===== src/clnw_pkg.sv =====
// ----------------------------------------------------------------------------
// clnw_pkg - shared types, codes and tables for the character LCD nibble writer
// Holds the request codes, the controller/datapath command and status bundles,
// the init sequence table and the Cyrillic recode ROM.
// ----------------------------------------------------------------------------
package clnw_pkg;

    // Field widths
    localparam int OP_W     = 2;
    localparam int BYTE_W   = 8;
    localparam int COL_W    = 4;
    localparam int ROW_W    = 2;
    localparam int NIB_W    = 4;
    localparam int WAIT_W   = 13;
    localparam int STEP_W   = 4;

    // Last step index of the init sequence and of a single byte transfer
    localparam logic [STEP_W-1:0] INIT_LAST_STEP = 4'd11;
    localparam logic [STEP_W-1:0] BYTE_LAST_STEP = 4'd1;

    // Wait times after E falls, in microseconds
    localparam logic [WAIT_W-1:0] WAIT_BASE  = 13'd40;
    localparam logic [WAIT_W-1:0] WAIT_SHORT = 13'd200;
    localparam logic [WAIT_W-1:0] WAIT_CLEAR = 13'd2040;
    localparam logic [WAIT_W-1:0] WAIT_POWER = 13'd5040;

    // Set DDRAM address command flag
    localparam logic [BYTE_W-1:0] CMD_SET_DDRAM = 8'h80;

    // Request codes
    typedef enum logic [OP_W-1:0] {
        OP_INIT   = 2'd0,
        OP_CMD    = 2'd1,
        OP_CHAR   = 2'd2,
        OP_CURSOR = 2'd3
    } t_op;

    // Controller to datapath
    typedef struct packed {
        logic              load;
        logic              emit;
        logic [STEP_W-1:0] step;
    } t_dp_cmd;

    // Datapath to controller
    typedef struct packed {
        logic init;
    } t_dp_status;

    // Cyrillic recode ROM, indexed by code - 192
    localparam logic [BYTE_W-1:0] CYR_ROM [64] = '{
        8'h41, 8'hA0, 8'h42, 8'hA1, 8'hE0, 8'h45, 8'hA3, 8'hA4,
        8'hA5, 8'hA6, 8'h4B, 8'hA7, 8'h4D, 8'h48, 8'h4F, 8'hA8,
        8'h50, 8'h43, 8'h54, 8'hA9, 8'hAA, 8'h58, 8'hE1, 8'hAB,
        8'hAC, 8'hE2, 8'hAD, 8'hAE, 8'h62, 8'hAF, 8'hB0, 8'hB1,
        8'h61, 8'hB2, 8'hB3, 8'hB4, 8'hE3, 8'h65, 8'hB6, 8'hB7,
        8'hB8, 8'hB9, 8'hBA, 8'hBB, 8'hBC, 8'hBD, 8'h6F, 8'hBE,
        8'h70, 8'h63, 8'hBF, 8'h79, 8'hE4, 8'h78, 8'hE5, 8'hC0,
        8'hC1, 8'hE6, 8'hC2, 8'hC3, 8'hC4, 8'hC5, 8'hC6, 8'hC7
    };

    // DDRAM base address of each row
    function automatic logic [6:0] row_base(input logic [ROW_W-1:0] row);
        logic [6:0] base;
        case (row)
            2'd0:    base = 7'h00;
            2'd1:    base = 7'h40;
            2'd2:    base = 7'h10;
            2'd3:    base = 7'h50;
            default: base = 7'h00;
        endcase
        return base;
    endfunction

    // Init sequence: wake-up nibbles 3,3,3,2 then 0x28, 0x0C, 0x04, 0x01
    function automatic logic [NIB_W-1:0] init_nibble(input logic [STEP_W-1:0] step);
        logic [NIB_W-1:0] nib;
        case (step)
            4'd0:    nib = 4'h3;
            4'd1:    nib = 4'h3;
            4'd2:    nib = 4'h3;
            4'd3:    nib = 4'h2;
            4'd4:    nib = 4'h2;
            4'd5:    nib = 4'h8;
            4'd6:    nib = 4'h0;
            4'd7:    nib = 4'hC;
            4'd8:    nib = 4'h0;
            4'd9:    nib = 4'h4;
            4'd10:   nib = 4'h0;
            4'd11:   nib = 4'h1;
            default: nib = 4'h0;
        endcase
        return nib;
    endfunction

    // Power-up wait first, clear wait last, low nibbles of commands short
    function automatic logic [WAIT_W-1:0] init_wait(input logic [STEP_W-1:0] step);
        logic [WAIT_W-1:0] w;
        case (step)
            4'd0:    w = WAIT_POWER;
            4'd1:    w = WAIT_SHORT;
            4'd2:    w = WAIT_SHORT;
            4'd3:    w = WAIT_SHORT;
            4'd4:    w = WAIT_BASE;
            4'd5:    w = WAIT_SHORT;
            4'd6:    w = WAIT_BASE;
            4'd7:    w = WAIT_SHORT;
            4'd8:    w = WAIT_BASE;
            4'd9:    w = WAIT_SHORT;
            4'd10:   w = WAIT_BASE;
            4'd11:   w = WAIT_CLEAR;
            default: w = WAIT_BASE;
        endcase
        return w;
    endfunction

endpackage


===== src/char_lcd_nibble_writer.sv =====
// ----------------------------------------------------------------------------
// char_lcd_nibble_writer - character LCD request to 4-bit nibble transfers
// The accepting edge loads the request registers and the sequencer state; each transfer
// is then registered in the output registers. Throughput: one transfer per cycle; init
// has 12 transfers, other requests 2, set by the step counter of the sequencer. A start
// is taken only in the idle state, after the last transfer of the previous transaction.
// Reset: synchronous, active low; sequencer idle and strobe low.
// Every transfer is shown for one cycle only; the receiver cannot stall.
// ----------------------------------------------------------------------------
module char_lcd_nibble_writer (
    input  logic                               i_clk,
    input  logic                               i_rst_n,
    input  logic                               start,
    output logic                               busy,
    input  logic [clnw_pkg::OP_W-1:0]          i_operation,
    input  logic [clnw_pkg::BYTE_W-1:0]        i_value,
    input  logic [clnw_pkg::COL_W-1:0]         i_column,
    input  logic [clnw_pkg::ROW_W-1:0]         i_row,
    output logic                               o_strobe,
    output logic                               o_rs,
    output logic [clnw_pkg::NIB_W-1:0]         o_nibble,
    output logic [clnw_pkg::WAIT_W-1:0]        o_wait_us,
    output logic                               o_last
);

    clnw_pkg::t_dp_cmd      dp_cmd;
    clnw_pkg::t_dp_status   dp_status;

    // Sequencer
    clnw_ctrl u_ctrl (
        .i_clk    (i_clk),
        .i_rst_n  (i_rst_n),
        .i_start  (start),
        .i_status (dp_status),
        .o_busy   (busy),
        .o_cmd    (dp_cmd)
    );

    // Request datapath and transfer registers
    clnw_dp u_dp (
        .i_clk       (i_clk),
        .i_rst_n     (i_rst_n),
        .i_cmd       (dp_cmd),
        .i_operation (i_operation),
        .i_value     (i_value),
        .i_column    (i_column),
        .i_row       (i_row),
        .o_status    (dp_status),
        .o_strobe    (o_strobe),
        .o_rs        (o_rs),
        .o_nibble    (o_nibble),
        .o_wait_us   (o_wait_us),
        .o_last      (o_last)
    );

endmodule


===== src/clnw_dp.sv =====
// ----------------------------------------------------------------------------
// clnw_dp - request datapath
// Latches the request, forms the byte to send (raw, recoded character or
// cursor address) and registers one nibble transfer per emit command.
// ----------------------------------------------------------------------------
module clnw_dp (
    input  logic                               i_clk,
    input  logic                               i_rst_n,
    input  clnw_pkg::t_dp_cmd                  i_cmd,
    input  logic [clnw_pkg::OP_W-1:0]          i_operation,
    input  logic [clnw_pkg::BYTE_W-1:0]        i_value,
    input  logic [clnw_pkg::COL_W-1:0]         i_column,
    input  logic [clnw_pkg::ROW_W-1:0]         i_row,
    output clnw_pkg::t_dp_status               o_status,
    output logic                               o_strobe,
    output logic                               o_rs,
    output logic [clnw_pkg::NIB_W-1:0]         o_nibble,
    output logic [clnw_pkg::WAIT_W-1:0]        o_wait_us,
    output logic                               o_last
);

    clnw_pkg::t_op                     r_op, n_op;
    logic [clnw_pkg::BYTE_W-1:0]       r_byte, n_byte;
    logic                              r_strobe;
    logic                              r_rs;
    logic [clnw_pkg::NIB_W-1:0]        r_nibble, n_nibble;
    logic [clnw_pkg::WAIT_W-1:0]       r_wait, n_wait;
    logic                              r_last, n_last;
    logic [6:0]                        pos_addr;

    // Byte to send for the accepted request
    always_comb begin
        n_op     = clnw_pkg::t_op'(i_operation);
        pos_addr = clnw_pkg::row_base(i_row) + 7'(i_column);
        case (n_op)
            clnw_pkg::OP_CMD: begin
                n_byte = i_value;
            end
            clnw_pkg::OP_CHAR: begin
                // codes 192..255 go through the Cyrillic ROM
                if (i_value[7:6] == 2'b11) begin
                    n_byte = clnw_pkg::CYR_ROM[i_value[5:0]];
                end else begin
                    n_byte = i_value;
                end
            end
            clnw_pkg::OP_CURSOR: begin
                n_byte = clnw_pkg::CMD_SET_DDRAM | {1'b0, pos_addr};
            end
            default: begin
                n_byte = '0;
            end
        endcase
    end

    // Transfer for the current step
    always_comb begin
        if (r_op == clnw_pkg::OP_INIT) begin
            n_nibble = clnw_pkg::init_nibble(i_cmd.step);
            n_wait   = clnw_pkg::init_wait(i_cmd.step);
            n_last   = (i_cmd.step == clnw_pkg::INIT_LAST_STEP);
        end else begin
            n_nibble = i_cmd.step[0] ? r_byte[3:0] : r_byte[7:4];
            n_wait   = clnw_pkg::WAIT_BASE;
            n_last   = (i_cmd.step == clnw_pkg::BYTE_LAST_STEP);
        end
    end

    // Request registers
    always_ff @(posedge i_clk) begin
        if (i_cmd.load) begin
            r_op   <= n_op;
            r_byte <= n_byte;
        end
    end

    // Output registers
    always_ff @(posedge i_clk) begin
        if (!i_rst_n) begin
            r_strobe <= 1'b0;
            r_last   <= 1'b0;
        end else begin
            r_strobe <= i_cmd.emit;
            r_last   <= i_cmd.emit & n_last;
        end
    end

    always_ff @(posedge i_clk) begin
        if (i_cmd.emit) begin
            r_rs     <= (r_op == clnw_pkg::OP_CHAR);
            r_nibble <= n_nibble;
            r_wait   <= n_wait;
        end
    end

    assign o_status.init = (r_op == clnw_pkg::OP_INIT);
    assign o_strobe      = r_strobe;
    assign o_rs          = r_rs;
    assign o_nibble      = r_nibble;
    assign o_wait_us     = r_wait;
    assign o_last        = r_last;

    // Checks
    a_last_strobed: assert property (@(posedge i_clk) disable iff (!i_rst_n)
        r_last |-> r_strobe)
        else $error("last flag without strobe");

    a_byte_wait: assert property (@(posedge i_clk) disable iff (!i_rst_n)
        (r_strobe && r_op != clnw_pkg::OP_INIT) |-> (r_wait == clnw_pkg::WAIT_BASE))
        else $error("non-init transfer with extra wait");

endmodule


===== src/clnw_ctrl.sv =====
// ----------------------------------------------------------------------------
// clnw_ctrl - transfer sequencer
// Accepts a request, then steps through its nibble transfers one per cycle:
// twelve for init, two for every other request.
// ----------------------------------------------------------------------------
module clnw_ctrl (
    input  logic                   i_clk,
    input  logic                   i_rst_n,
    input  logic                   i_start,
    input  clnw_pkg::t_dp_status   i_status,
    output logic                   o_busy,
    output clnw_pkg::t_dp_cmd      o_cmd
);

    typedef enum logic [1:0] {
        S_IDLE = 2'b01,
        S_EMIT = 2'b10
    } t_state;

    t_state                          r_state, n_state;
    logic [clnw_pkg::STEP_W-1:0]     r_step, n_step;
    logic [clnw_pkg::STEP_W-1:0]     last_step;

    assign last_step = i_status.init ? clnw_pkg::INIT_LAST_STEP : clnw_pkg::BYTE_LAST_STEP;

    // Next state and datapath commands
    always_comb begin
        n_state     = r_state;
        n_step      = r_step;
        o_cmd.load  = 1'b0;
        o_cmd.emit  = 1'b0;
        o_cmd.step  = r_step;
        case (r_state)
            S_IDLE: begin
                if (i_start) begin
                    o_cmd.load = 1'b1;
                    n_state    = S_EMIT;
                    n_step     = '0;
                end
            end
            S_EMIT: begin
                o_cmd.emit = 1'b1;
                if (r_step == last_step) begin
                    n_state = S_IDLE;
                    n_step  = '0;
                end else begin
                    n_step  = r_step + 1'b1;
                end
            end
            default: begin
                n_state = S_IDLE;
                n_step  = '0;
            end
        endcase
    end

    always_ff @(posedge i_clk) begin
        if (!i_rst_n) begin
            r_state <= S_IDLE;
            r_step  <= '0;
        end else begin
            r_state <= n_state;
            r_step  <= n_step;
        end
    end

    assign o_busy = (r_state == S_EMIT);

    // Checks
    a_step_range: assert property (@(posedge i_clk) disable iff (!i_rst_n)
        r_step <= clnw_pkg::INIT_LAST_STEP)
        else $error("step counter out of range");

    a_accept_starts: assert property (@(posedge i_clk) disable iff (!i_rst_n)
        (i_start && !o_busy) |=> (o_busy && r_step == '0))
        else $error("accepted transaction did not start at step zero");

    a_byte_ends: assert property (@(posedge i_clk) disable iff (!i_rst_n)
        (o_cmd.emit && !i_status.init && r_step == clnw_pkg::BYTE_LAST_STEP) |=> !o_busy)
        else $error("two-nibble transaction did not finish");

endmodule


===== config.mk =====
export PLATFORM = sky130hd
export DESIGN_NAME = char_lcd_nibble_writer
export DESIGN_NICKNAME = d
export VERILOG_FILES = /design/src/clnw_pkg.sv /design/src/char_lcd_nibble_writer.sv /design/src/clnw_dp.sv /design/src/clnw_ctrl.sv
export SDC_FILE = /design/constraint.sdc
export NUM_CORES = 1
export LEC_CHECK = 0
export ABC_AREA = 0
export BUFFER_PORTS_ARGS = -buffer_cell sky130_fd_sc_hd__buf_2
export CORE_ASPECT_RATIO = 0.5
export CORE_UTILIZATION = 50
export CTS_CLUSTER_SIZE = 20
export DETAILED_ROUTE_END_ITERATION = 7
export GPL_TIMING_DRIVEN = 0
export MAX_ROUTING_LAYER = met4
export PLACE_DENSITY = 0.72
export SLEW_MARGIN = 30
export SYNTH_ARGS = -nofsm -noshare
export SYNTH_HDL_FRONTEND = slang
export SYNTH_SLANG_ARGS = --single-unit

===== constraint.sdc =====
create_clock -name i_clk -period 3.05 [get_ports i_clk]
set_input_delay 0.305 -clock i_clk [delete_from_list [all_inputs] [get_ports i_clk]]
set_output_delay 0.305 -clock i_clk [all_outputs]
set_load 0.02 [all_outputs]

# == Word-level counts from Yosys, hierarchy flattened ==
# Memory sizes are Yosys's and may differ from the RTL's. A register that Yosys moved wholly into a read port is not among the register bits.
# Cells that the tools add are included.
# op_classes
n_bitwise,2
magnitude_cmp,1
eq_ne,15
n_reduce_logical,4
muxes,20
add_sub_neg,2
# ops
cell,count
$mux W4,7
$pmux W7 S4,1
$mux W8,3
$pmux W8 S3,1
$eq A2 B2 Y1 const B,7
$pmux W4 S2,1
$add A7 B4 Y7,1
$ge A7 B7 Y1 const B,1
$not A6 Y7,1
$eq A2 B1 Y1 const B,3
$add A4 B1 Y4 const B,1
$eq A4 B1 Y1 const B,1
$eq A4 B4 Y1,1
$eq A4 B4 Y1 const B,1
$logic_not A2 Y1,2
$mux W1,4
$mux W2,2
$pmux W2 S2,1
$ne A2 B1 Y1 const B,1
$ne A2 B2 Y1 const B,1
$reduce_and A2 Y1,1
$and A1 B1 Y1,1
$logic_not A1 Y1,1
# word_totals
register_bits,36
output_inout_bits,21
mem_bits_ro,720
wordCells,56
in_bits,19
mem_count,3
# memory_table
memory,depth,word_bits,rd,rd_clocked_by_memory_dff,wr,line_no,source
(no name shown),64,8,1,0,0,clnw_dp.sv:42,n_byte = clnw_pkg::CYR_ROM[i_value[5:0]];
(no name shown),16,9,1,1,0,clnw_pkg.sv:99,case (step)
(no name shown),16,4,1,1,0,clnw_pkg.sv:78,case (step)

# == Depth between registers and ports, before layout ==
# depth
word_depth,7
ltp_mapped,9
mapped_depth_nobuf,7

# == By module ==
# A second synthesis with hierarchy kept.
# hier_totals
hier_cells,286
area_unflattened_um2,2488.6
# by_module_without_submodules
mod,seq_area_each_um2,instances,area_per_inst_um2,cells_per_inst
clnw_dp,700.7,1,2159.6,250
clnw_ctrl,120.1,1,329.1,36

# == Least setup slack after synthesis ==
# Ideal clock, no wire load.
# synth_path
path_kind,register to register
startpoint,reg u_dp.r_op[1]
endpoint,reg (tool-made name)
t_arrival_ps,2115
setup_ps,120
required_ps,2930
setup_slack_ps,815
path_buffers,1
stages_incl_launch_ff,9
period_less_slack_ps,2235
cell_sequence,edfxtp_1 -> nor2_1 -> clkbuf_1 -> ha_1 -> and3b_2 -> a31o_1 -> o21ai_0 -> and2_1 -> nor3_1
# synth_rtl
item,line_no,source
start: declaration,clnw_dp.sv:22,"clnw_pkg::t_op r_op, n_op;"
start signal: assignment,clnw_dp.sv:72,r_op <= n_op;

# == Worst setup path in the final report ==
# layout_path
startpoint,in i_value[0] (netlist bit)
endpoint,reg u_dp.r_byte[0] (netlist bit) (data pin)
# layout_via
elab_chain_cells,6
# layout_lines
item,line_no,source
start: declaration,char_lcd_nibble_writer.sv:16,"input logic [clnw_pkg::BYTE_W-1:0] i_value,"
$not A6 Y7 (implied by the code),clnw_dp.sv:42,
$mem_v2 Z64 W8,-,
$mux W8 (implied by the code) (2 in a row),clnw_dp.sv:42,
$mux W8,clnw_dp.sv:41,if (i_value[7:6] == 2'b11) begin
$pmux W8 S3 (*),clnw_dp.sv:35,case (n_op)
"named net u_dp.n_byte, one bit",clnw_dp.sv:23,"logic [clnw_pkg::BYTE_W-1:0] r_byte, n_byte;"
end signal: assignment,clnw_dp.sv:73,r_byte <= n_byte;
end: declaration,clnw_dp.sv:23,
# The timed path passes the listed nets; every way through them passes the cells marked *. The select of a mux whose other input is x is not followed.
# A chain may end at the register's enable or synchronous reset.

==> flow_summary.ini <==
[run_status]
outcome = complete, no violations

[critical_path]
worst-setup-path-type = input pin to flop
arrival_ns = 2.69
critPathCaptureType = flop
critPathRequiredTime_ns = 3.08
path_max_fanout = 10
start_kind = input pin

[placement]
placedCellCount = 390
placed_cell_area_um2 = 2790
io_buffers = 32
gp_congestion = 0.953
place_hpwl_um = 4390
preCtsSetupSlack_ns = 0.154

[die]
fp.dieArea_um2 = 5380
die_h_um = 52.4
start_util_pct = 54.7
die_x_um = 103
num_rows = 17
io_pins = 40
core_area_um2 = 4640

[detailed_routing]
drt_iter0_markers = 127
drt_wl_total_um = 6000
wl_per_cell_um = 15.1
routed_via_density = 5.73
antenna_left = 0
drc = 0
vias = 2281
first_pass_iters = 4

[synthesis]
synth-simple-area-share_pct = 20.1
yosys_warnings = 0
synthAdderAreaFrac_pct = 7.39
synth_xor_area_share_pct = 0.690
synth_mux_area_share_pct = 5.42
seq_area_frac_synth_pct = 35.5
yosys.cell_types.count = 60
syn_inst = 289
synth-compound-area-share_pct = 23.1
synthArstFlopShare_pct = 0
syn_area_um2 = 2540
avgSynthCellArea_um2 = 8.78
synth_top_family_by_area = compound AO/OA/AOI/OAI gates
synth_edf_count = 22
ys_ff_latch = 34
synthFlopType = edfxtp_1

[global_route]
antenna_found_initial = 0
track_usage_pct = 25.4
grt_pass1_wl_um = 10000
grt_max_degree = 15
grt_pass1_vias = 2085
grt-ovfl-total = 0

[clock_tree]
post-cts-setup-buffers = 0
htree_levels = 2
post_cts_resized = 0
clockBufferDepth = 2
clk_latency_ns = 0.28
cts_hold_buf = 0
cts_made_buffers = 5
clockRootBuffer = clkbuf_8
cts_tree = done
cts_sinks = 34
clk_pin_slew_ns = 0.06

[power]
cellPowerDensity_nw_per_um2 = 391
p_total_mw = 1.13
leakagePower_nw = 1.19
ir_drop_mv = 0.211

[sta]
hold_violations = 0
max_freq_mhz = 376
fin_crit_sh_pct = 87.2
finalClockSkew_ns = 0.00548
worst_slack_ns = 0.389
setup_viol = 0
worstMarginPinSlew_ns = 0.758
slew_viol_final = 0
whs_ns = 0.247
finalCriticalPeriod_ns = 2.66
rsz0062_at_grt = no
setup-tns-final_ns = 0
maxSlewHeadroom_pct = 49.2

[min_path]
hold_class = input pin to flop

[final_layout]
num_antenna_cells = 0
areaGrowthSynthToFinish_pct = 14.3
nFillCells = 419
stdcell_count = 398
utilization_pct = 62.6
layout.nets = 365
drive_gt1_share_pct = 20.8
final_area_um2 = 2900

[run]
maxCapViolCount = 0
[final cells by class]
class                      instances  area (um^2)  share of cell area, %
multi-input combinational        217         1450                   50.1
timing repair buffer              32          160                   5.52
clock buffer                       5         68.8                   2.37
buffer                            27          143                   4.92
sequential                        34          901                   31.0
inverter                          14         52.6                   1.81
tap                               66         82.6                   2.85
clock inverter                     3         40.0                   1.38
[routing by layer]
layer | routed length, um | GRT usage [%]
met1 | 2720 | 32.1
met2 | 2880 | 42.4
met4 | 17 | 8.22
met5 | 0 | -
met3 | 379 | 3.87
[kinds of logic (layout without fill, tap and decap cells)]
family / count (synthesis) / count (layout)
AO/OA/AOI/OAI: 91 / 91
flip-flops: 34 / 34
multiplexers: 11 / 11
adder cells (fa/ha/maj): 15 / 15
XOR/XNOR: 2 / 2
AND/OR/NAND/NOR: 94 / 94
other: 1 / 4
buffers and inverters: 41 / 81
[synth_stat cells, types with 3 or more instances]
cell type  instances  area [um^2]
o31ai_1            3         22.5
a21oi_1           19         95.1
buf_4              8         60.1
and3_1             5         31.3
nand2_1           24         90.1
buf_2              8         40.0
ha_1              15          188
nand3_1            7         35.0
nor2b_1            6         37.5
inv_1             14         52.6
a31oi_1            3         18.8
clkbuf_1           9         33.8
a211oi_1           4         30.0
edfxtp_1          22          661
a22o_1             4         35.0
nand2b_1           8         50.1
o21ai_0           33          165
dfxtp_1           12          240
a2111oi_0          3         26.3
mux2i_1            7         70.1
nor3_1             6         30.0
nor2_1            18         67.6
[critical path: stages]
cell,delay [ns]
buf_2,0.17
clkbuf_1,0.37
inv_1,0.24
ha_1,0.33
clkbuf_1,0.33
xnor2_1,0.12
mux4_2,0.50
nor3_1,0.21
o31ai_1,0.11
[cells in the final DEF (no fill, tap or decap), drive strengths merged, types with 3 or more instances in the layout]
master and instances:
a211oi 4, o31ai 3, a2111oi 3, ha 15
dfxtp 12, and2 3, inv 14, and3 5
a22o 4, nor2 18, nand2b 8, a31oi 3
nand2 24, mux2i 7, a21oi 19, nand3 7
buf 49, nor2b 6, clkbuf 15, edfxtp 22
o21ai 33, nor3 6, conb 4
[power by group]
part	switching (mW)	internal [mW]	total, mW	leakage, nW
logic	0.134	0.0848	0.219	0.823
clock network	0.155	0.240	0.395	0.0579
registers	0.00859	0.511	0.520	0.305
total	0.298	0.836	1.13	1.19
[final timing paths]
check | startpoint | end | slack [ns] | cells after the start
worst min register to register | flop | u_dp.o_nibble[3] | 0.52 | 2
worst max-delay path | i_value[0] | u_dp.r_byte[0] | 0.39 | 9
worst max register to register | u_dp.r_op[1] | flop | 0.40 | 8
worst min-delay path | i_operation[0] | u_dp.r_op[0] | 0.25 | 1
(Power assumes the default switching activity.)
